===== src/design/apu_pkg.sv =====
// ----------------------------------------------------------------------------
// apu_pkg - shared types, constants and round function
// Word and count widths, the controller state type, the command bundle that
// the controller sends to the datapath, and the combinational Ascon round.
// ----------------------------------------------------------------------------
package apu_pkg;

	localparam int unsigned WordW    = 64;
	localparam int unsigned NumWords = 5;
	localparam int unsigned CountW   = 4;
	localparam int unsigned RcW      = 8;
	localparam int unsigned StateW   = WordW * NumWords;
	// five words plus round count, padded to whole bytes
	localparam int unsigned InDataW  = ((StateW + CountW + 7) / 8) * 8;
	localparam int unsigned OutDataW = StateW;

	localparam logic [CountW-1:0] MaxRounds = 4'd12;
	localparam logic [RcW-1:0]    RcBase    = 8'd60;
	localparam logic [RcW-1:0]    RcStep    = 8'd15;

	// word 0 in the lowest bits
	typedef logic [NumWords-1:0][WordW-1:0] state_t;

	typedef enum logic {
		ST_IDLE,
		ST_RUN
	} ctrl_state_t;

	typedef struct packed {
		logic load;   // capture input transaction
		logic round;  // apply one round to the working state
		logic xfer;   // move working state to the output register
	} dp_cmd_t;

	// counts above the full permutation saturate
	function automatic logic [CountW-1:0] sat_rounds(input logic [CountW-1:0] n);
		return (n > MaxRounds) ? MaxRounds : n;
	endfunction

	// first constant: base plus fifteen times the count
	function automatic logic [RcW-1:0] first_rc(input logic [CountW-1:0] n);
		logic [RcW-1:0] n_w;
		n_w = {{(RcW-CountW){1'b0}}, n};
		return RcBase + (n_w << 4) - n_w;
	endfunction

	function automatic logic [WordW-1:0] rotr(input logic [WordW-1:0] v,
		input int unsigned r);
		return (v >> r) | (v << (WordW - r));
	endfunction

	// constant addition, bitsliced S-box, linear diffusion
	function automatic state_t apply_round(input state_t s, input logic [RcW-1:0] rc);
		logic [WordW-1:0] a0, a1, a2, a3, a4;
		logic [WordW-1:0] n0, n1, n2, n3, n4;
		state_t r;
		a0 = s[0] ^ s[4];
		a4 = s[4] ^ s[3];
		a2 = s[2] ^ {{(WordW-RcW){1'b0}}, rc} ^ s[1];
		a1 = s[1];
		a3 = s[3];
		n0 = ~a0 & a1;
		n1 = ~a1 & a2;
		n2 = ~a2 & a3;
		n3 = ~a3 & a4;
		n4 = ~a4 & a0;
		a0 = a0 ^ n1;
		a1 = a1 ^ n2;
		a2 = a2 ^ n3;
		a3 = a3 ^ n4;
		a4 = a4 ^ n0;
		a1 = a1 ^ a0;
		a0 = a0 ^ a4;
		a3 = a3 ^ a2;
		a2 = ~a2;
		r[0] = a0 ^ rotr(a0, 19) ^ rotr(a0, 28);
		r[1] = a1 ^ rotr(a1, 61) ^ rotr(a1, 39);
		r[2] = a2 ^ rotr(a2, 1)  ^ rotr(a2, 6);
		r[3] = a3 ^ rotr(a3, 10) ^ rotr(a3, 17);
		r[4] = a4 ^ rotr(a4, 7)  ^ rotr(a4, 41);
		return r;
	endfunction

endpackage


===== src/design/apu_ctrl.sv =====
// ----------------------------------------------------------------------------
// apu_ctrl - sequencing controller
// Accepts a transaction, counts the rounds down and hands the finished state
// to the output register, tracking the output valid flag.
// ----------------------------------------------------------------------------
module apu_ctrl (
	input  logic                        clk,
	input  logic                        arst_n,
	input  logic                        s_tvalid,
	output logic                        s_tready,
	input  logic [apu_pkg::CountW-1:0]  round_count,
	output logic                        m_tvalid,
	input  logic                        m_tready,
	output apu_pkg::dp_cmd_t            cmd
);
	import apu_pkg::*;

	ctrl_state_t       state_q, state_d;
	logic [CountW-1:0] count_q;
	logic              out_valid_q;

	// state register
	always_ff @(posedge clk or negedge arst_n) begin
		if (!arst_n) begin
			state_q <= ST_IDLE;
		end else begin
			state_q <= state_d;
		end
	end

	// next state
	always_comb begin
		state_d = state_q;
		unique case (state_q)
			ST_IDLE: begin
				if (s_tvalid) state_d = ST_RUN;
			end
			ST_RUN: begin
				if (cmd.xfer) state_d = ST_IDLE;
			end
			default: state_d = ST_IDLE;
		endcase
	end

	// outputs and datapath commands
	always_comb begin
		s_tready  = 1'b0;
		cmd       = '0;
		unique case (state_q)
			ST_IDLE: begin
				s_tready = 1'b1;
				cmd.load = s_tvalid;
			end
			ST_RUN: begin
				cmd.round = (count_q != '0);
				cmd.xfer  = (count_q == '0) && (!out_valid_q || m_tready);
			end
			default: ;
		endcase
	end

	// rounds remaining
	always_ff @(posedge clk or negedge arst_n) begin
		if (!arst_n) begin
			count_q <= '0;
		end else if (cmd.load) begin
			count_q <= sat_rounds(round_count);
		end else if (cmd.round) begin
			count_q <= count_q - 1'b1;
		end
	end

	// output register occupancy
	always_ff @(posedge clk or negedge arst_n) begin
		if (!arst_n) begin
			out_valid_q <= 1'b0;
		end else if (cmd.xfer) begin
			out_valid_q <= 1'b1;
		end else if (m_tready) begin
			out_valid_q <= 1'b0;
		end
	end

	assign m_tvalid = out_valid_q;

	// checks
	a_count_range: assert property (@(posedge clk) disable iff (!arst_n)
		count_q <= MaxRounds)
		else $error("round counter beyond full permutation");
	a_load_runs: assert property (@(posedge clk) disable iff (!arst_n)
		cmd.load |=> (state_q == ST_RUN) && !s_tready)
		else $error("accepted transaction did not start a run");
	a_xfer_valid: assert property (@(posedge clk) disable iff (!arst_n)
		cmd.xfer |=> m_tvalid)
		else $error("transfer did not raise output valid");
	a_no_overwrite: assert property (@(posedge clk) disable iff (!arst_n)
		(m_tvalid && !m_tready) |-> !cmd.xfer)
		else $error("pending result overwritten");
	a_cmd_excl: assert property (@(posedge clk) disable iff (!arst_n)
		$onehot0({cmd.load, cmd.round, cmd.xfer}))
		else $error("conflicting datapath commands");

endmodule


===== src/design/apu_datapath.sv =====
// ----------------------------------------------------------------------------
// apu_datapath - working state, round constant and output register
// One Ascon round per cycle on the working state; result held in a separate
// output register so a new transaction can start while it waits.
// ----------------------------------------------------------------------------
module apu_datapath (
	input  logic                         clk,
	input  apu_pkg::dp_cmd_t             cmd,
	input  logic [apu_pkg::InDataW-1:0]  s_tdata,
	output logic [apu_pkg::OutDataW-1:0] m_tdata
);
	import apu_pkg::*;

	state_t            state_q;
	state_t            out_q;
	logic [RcW-1:0]    rc_q;
	logic [CountW-1:0] in_count;

	assign in_count = s_tdata[StateW +: CountW];

	// working state and round constant
	always_ff @(posedge clk) begin
		if (cmd.load) begin
			state_q <= state_t'(s_tdata[StateW-1:0]);
			rc_q    <= first_rc(sat_rounds(in_count));
		end else if (cmd.round) begin
			state_q <= apply_round(state_q, rc_q);
			rc_q    <= rc_q - RcStep;
		end
	end

	// output register
	always_ff @(posedge clk) begin
		if (cmd.xfer) begin
			out_q <= state_q;
		end
	end

	assign m_tdata = out_q;

endmodule


===== src/design/ascon_permutation_unit.sv =====
// ----------------------------------------------------------------------------
// ascon_permutation_unit - last n rounds of the Ascon permutation
// Top level: stream ports, controller and datapath.
// ----------------------------------------------------------------------------
// A transaction carries the five 64-bit state words and a round count n; the
// unit applies the last n rounds of the 12-round Ascon permutation (counts
// above 12 act as 12, a count of 0 returns the state unchanged). One round is
// computed per clock in a single round unit. The state is loaded at the
// accepting edge and updated by each round until the count reaches zero;
// it then moves into the output register, which raises the output valid.
// The unit takes one transaction at a time; the next is accepted the cycle
// after the previous result has moved into the output register, even if it
// has not been taken. A result still waiting in the output register delays
// that move, and with it the next acceptance.
module ascon_permutation_unit (
	input  logic                         clk,
	input  logic                         arst_n,
	input  logic                         s_tvalid,
	output logic                         s_tready,
	// in_word0..in_word4 (64 each), round_count (4), zero pad (4)
	input  logic [apu_pkg::InDataW-1:0]  s_tdata,
	output logic                         m_tvalid,
	input  logic                         m_tready,
	// out_word0..out_word4 (64 each)
	output logic [apu_pkg::OutDataW-1:0] m_tdata
);
	import apu_pkg::*;

	dp_cmd_t cmd;

	// sequencing
	apu_ctrl u_ctrl (
		.clk         (clk),
		.arst_n      (arst_n),
		.s_tvalid    (s_tvalid),
		.s_tready    (s_tready),
		.round_count (s_tdata[StateW +: CountW]),
		.m_tvalid    (m_tvalid),
		.m_tready    (m_tready),
		.cmd         (cmd)
	);

	// round datapath
	apu_datapath u_datapath (
		.clk     (clk),
		.cmd     (cmd),
		.s_tdata (s_tdata),
		.m_tdata (m_tdata)
	);

endmodule


===== config.mk =====
export PLATFORM = sky130hd
export DESIGN_NAME = ascon_permutation_unit
export DESIGN_NICKNAME = d
export VERILOG_FILES = /design/src/design/apu_pkg.sv /design/src/design/apu_ctrl.sv /design/src/design/apu_datapath.sv /design/src/design/ascon_permutation_unit.sv
export SDC_FILE = /design/constraint.sdc
export NUM_CORES = 1
export LEC_CHECK = 0
export BUFFER_PORTS_ARGS = -buffer_cell sky130_fd_sc_hd__clkbuf_2
export CAP_MARGIN = 0
export CORE_MARGIN = 4
export CORE_UTILIZATION = 58
export DETAILED_ROUTE_END_ITERATION = 10
export HOLD_SLACK_MARGIN = 0.1
export PLACE_DENSITY = 0.92
export RECOVER_POWER = 50
export SLEW_MARGIN = 25
export SYNTH_ARGS = -nofsm -noshare
export SYNTH_HDL_FRONTEND = slang
export SYNTH_SLANG_ARGS = --single-unit

===== constraint.sdc =====
create_clock -name clk -period 22.2 [get_ports clk]
set_input_delay 4.44 -clock clk [delete_from_list [all_inputs] [get_ports clk]]
set_output_delay 4.44 -clock clk [all_outputs]
set_load 0.05 [all_outputs]

==> Word-level counts from Yosys, hierarchy flattened <==
Cells that the tools add are included.
W data, S select, Z words.
{ "op_classes": {"n_mul": 0, "n_addsub": 4, "n_reduce_logical": 7, "shifts": 0, "div_mod_pow": 0, "n_bitwise": 44, "eq_ne": 0, "magnitude_cmp": 1, "mux": 15} }
{ "op_table": {"columns": ["op", "count"], "rows": [
  ["$xor A64 B64 Y64", 21],
  ["$mux W320", 2],
  ["$not A64 Y64", 6],
  ["$and A64 B64 Y64", 5],
  ["$or A23 B64 Y64", 1],
  ["$or A25 B64 Y64", 1],
  ["$or A3 B64 Y64", 1],
  ["$or A36 B64 Y64", 1],
  ["$or A45 B64 Y64", 1],
  ["$or A47 B64 Y64", 1],
  ["$or A54 B64 Y64", 1],
  ["$or A57 B64 Y64", 1],
  ["$or A58 B64 Y64", 1],
  ["$or A63 B64 Y64", 1],
  ["$xor A64 B8 Y64", 1],
  ["$mux W8", 2],
  ["$mux W4", 3],
  ["$add A6 B8 Y8 const A", 1],
  ["$sub A8 B4 Y8", 1],
  ["$sub A8 B4 Y8 const B", 1],
  ["$mux W1", 6],
  ["$gt A4 B4 Y1 const B", 1],
  ["$logic_not A4 Y1", 1],
  ["$reduce_bool A2 Y1", 2],
  ["other kinds (8)", 8]
]} }
{ "word_totals": {"romBits": 0, "latch_bits": 0, "inputBits": 332, "elab_cells": 85, "ff_bits": 654, "output_inout_bits": 322, "ramBits": 0, "mem_count": 0} }

==> Logic depth before layout (Yosys ltp) <==
{ "logic_depth": {"depth_word": 11, "mapped_depth": 10, "ltp_nobuf": 10} }

==> By module <==
A second synthesis with hierarchy kept.
{ "hier_totals": {"cells_unflattened": 2794, "area_unflattened_um2": 39910.8} }
{ "by_module_without_submodules": {"columns": ["module", "seq_area_each_um2", "area_per_inst_um2", "cells_each", "n_inst"], "rows": [
  ["apu_datapath", 19458.7, 39540.4, 2754, 1],
  ["apu_ctrl", 150.1, 370.4, 40, 1]
]} }

==> Least setup slack after synthesis <==
OpenSTA, ideal clock, no wires.
{ "synth_timing": {"path_type": "input -> register", "from": "input m_tready", "to": "register u_datapath.out_q, in the netlist u_datapath.m_tdata[0], enable pin", "required_ns": 21.087, "setup_time_ns": 1.113, "stages": 2, "n_path_buf": 0, "arrival_time_ns": 19.856, "setup_slack_ns": 1.231, "path_cell_list": "inv_1 > a21oi_1"} }
{ "synth_rtl": {"columns": ["item", "line_no", "text"], "rows": [
  ["start: declaration", "ascon_permutation_unit.sv:23", "input logic m_tready,"],
  ["end signal: assignment", "apu_datapath.sv:35", "out_q <= state_q;"],
  ["end: declaration", "apu_datapath.sv:15", "state_t out_q;"]
]} }

==> results.json <==
{
  "coreArea_sq_um": 67000,
  "cpLargestDelayFamily": "buffers and inverters",
  "post_cts_buffers": 0,
  "worstPathRequired_ps": 22460,
  "worst_clock_skew_ps": 25.7,
  "syn_inst": 2960,
  "setup_viol": 0,
  "grt_max_degree": 189,
  "overflow": 0,
  "critPathLaunchType": "input port",
  "yosysTopAreaCellShare_pct": 49.7,
  "synth_area_per_cell_sq_um": 13.2,
  "tns_ps": 0,
  "clkSinkCount": 654,
  "cp_cell_sequence": "clkbuf_1, inv_1, a21oi_4, clkbuf_1, clkbuf_1, buf_16",
  "ctsResizeCount": 0,
  "yosysMostFrequentCell": "edfxtp_1",
  "drive_gt1_share_pct": 17.2,
  "vias_per_cell": 6.23,
  "yosys_register_bits": 654,
  "path_max_fanout": 93,
  "synth_ff_type": "edfxtp_1",
  "post-route-period-util_pct": 50.9,
  "min-delay-start": "u_datapath.state_q[251]",
  "async_flop_share_pct": 0.917,
  "drt-initial-drc-count": 5198,
  "io_pins": 654,
  "arrival_ps": 11560,
  "cts_tree": "done",
  "syn-cell-area_sq_um": 39200,
  "synth_edf_count": 648,
  "vias": 28432,
  "rows": 95,
  "synth.distinct_cells": 38,
  "cpMostUsedCell": "clkbuf_1",
  "clk_path_buf_depth": 3,
  "area_growth_syn_to_layout_pct": 16.1,
  "rr_endpoint": "u_datapath.m_tdata[122]",
  "status": "finished, violations left",
  "max_stage_delay_ps": 3730,
  "portBuffers": 649,
  "maxCapViolations": 8,
  "antenna_found_initial": 8,
  "hold_end": "u_datapath.m_tdata[251]",
  "min_path_type": "reg2reg",
  "regToRegSetupSlack_ps": 13830,
  "dpl.hpwl_microns": 120000,
  "end_kind": "flop",
  "grt_usage_pct": 41.3,
  "routabilityCongestion": 1.05,
  "htree_levels": 3,
  "nets": 4106,
  "worstHoldPathCells": 0,
  "dr.pass1.iters": 8,
  "hold_viol": 0,
  "drv_slew": 508,
  "route.detailed.drc": 0,
  "critical_path_class": "in2reg",
  "numCtsBuffers": 70,
  "clkSlewWorstSetupHoldPaths_ps": 70,
  "yosys-top-cells-area": "edfxtp_1 50%, xnor3_1 14%, xnor2_1 10%",
  "clock-root-buffer": "clkbuf_16",
  "cts_hold_buf": 0,
  "crit_path_top_delay_cell": "clkbuf_1",
  "yosysSeqAreaShare_pct": 50.1,
  "rsz0062_at_grt": "no",
  "yosys_warnings": 0,
  "start_util_pct": 58.4,
  "dieArea_sq_um": 71700,
  "worst_pin_slew_ps": 5110,
  "violations": "capacitance limit, slew limit",
  "r2r-start": "u_ctrl.count_q[0]",
  "antenna_left": 0,
  "synth.largest_area_cell": "edfxtp_1",
  "die_w_microns": 268,
  "grt_pass1_vias": 27204,
  "finalCriticalPeriod_ps": 11300,
  "r2r.worst_path.cells": 8,
  "synth_fp_nets": 3428,
  "critPathBufInv": 5,
  "wl_microns": 152000,
  "die_h_microns": 268,
  "max_freq_ghz": 0.0885,
  "synth_commonest_cells": "648 x edfxtp_1, 467 x xnor2_1, 334 x nand2_1, 249 x xnor3_1, 187 x nor2_1",
  "insertion_delay_ps": 640,
  "fill_cells": 4825,
  "relSlewSlack_pct": -241,
  "grt_pass1_wl_microns": 202000,
  "wl_per_cell_microns": 33.3
}
flip-flops by register name (all words and copies together), names as in the netlist:
signal,count
u_datapath.m_tdata,320
u_datapath.state_q,320
u_datapath.rc_q,8
u_ctrl.count_q,4
u_ctrl.m_tvalid,1
u_ctrl.state_q,1
how the worst max path moves through the flow:
stage | slack (ps) | to | cells past startpoint | startpoint
after floorplan | 1230 | u_datapath.m_tdata[0] | 2 | m_tready
after global placement | 14550 | u_datapath.state_q[122] | 5 | s_tvalid
after detailed placement | 14490 | u_datapath.state_q[122] | 5 | s_tvalid
after CTS | 15120 | u_datapath.state_q[234] | 5 | s_tvalid
after global routing | 10580 | u_datapath.m_tdata[112] | 6 | m_tready
final | 10900 | u_datapath.m_tdata[122] | 6 | m_tready
cell usage in the layout, fill, tap and decap left out, types with 17 or more instances in the layout:
cell type  count
inv_1        160
xnor2_2       58
mux2_2        30
a21oi_1      162
clkbuf_2     392
o21ai_0      108
maj3_1        47
clkbuf_1     272
xnor2_1      464
o21ai_1      104
edfxtp_1     648
clkbuf_16     73
nand2_1      334
ha_1         136
xnor3_1      249
inv_2         25
nor2_1       187
xor2_1       127
buf_4         17
metal layers:
layer / track usage [%] / up-vias / wire length (microns)
met5: 0 / - / 81
met4: 27.5 / 12 / 13000
met3: 13.3 / 585 / 22200
met2: 62.8 / 2622 / 66600
met1: 51.1 / 13583 / 50000
li1: - / 11630 / -
logic make-up after synthesis:
group | count (synthesis) | synth area share (%)
flops | 654 | 50.1
xor+xnor | 910 | 30.6
compound gates | 382 | 4.93
simple gates | 536 | 5.24
mux | 40 | 1.13
buf+inv | 254 | 2.43
fa+ha+maj | 184 | 5.58
final cells by class:
| class | instances | area [sq um] | share of cell area [%] |
|---|---|---|---|
| diodes | 2 | 5.00 | 0.0110 |
| clock buffers | 83 | 1860 | 4.10 |
| clock inverters | 43 | 409 | 0.900 |
| inverters | 185 | 694 | 1.53 |
| multi-input cells | 2052 | 18600 | 41.0 |
| flip-flops and latches | 654 | 19600 | 43.1 |
| well taps | 873 | 1090 | 2.40 |
| repair buffers | 675 | 3150 | 6.93 |
through the flow:
step | util [%] | std cells | cell area (sq um) | hold slack, ps | setup WS (ps)
2_1_floorplan | - | 2960 | 39200 | 447 | 1230
3_3_place_gp | 64.9 | 4438 | 43500 | 462 | 14550
3_5_place_dp | 64.9 | 4438 | 43500 | 473 | 14490
4_1_cts | 68.3 | 4564 | 45800 | 494 | 15120
5_1_grt | 67.8 | 4565 | 45500 | 508 | 10580
6_report | 67.8 | 4567 | 45500 | 497 | 10900
Power is not shown: default switching activity piles up to over one toggle a cycle in this logic, so the estimate is an artifact.
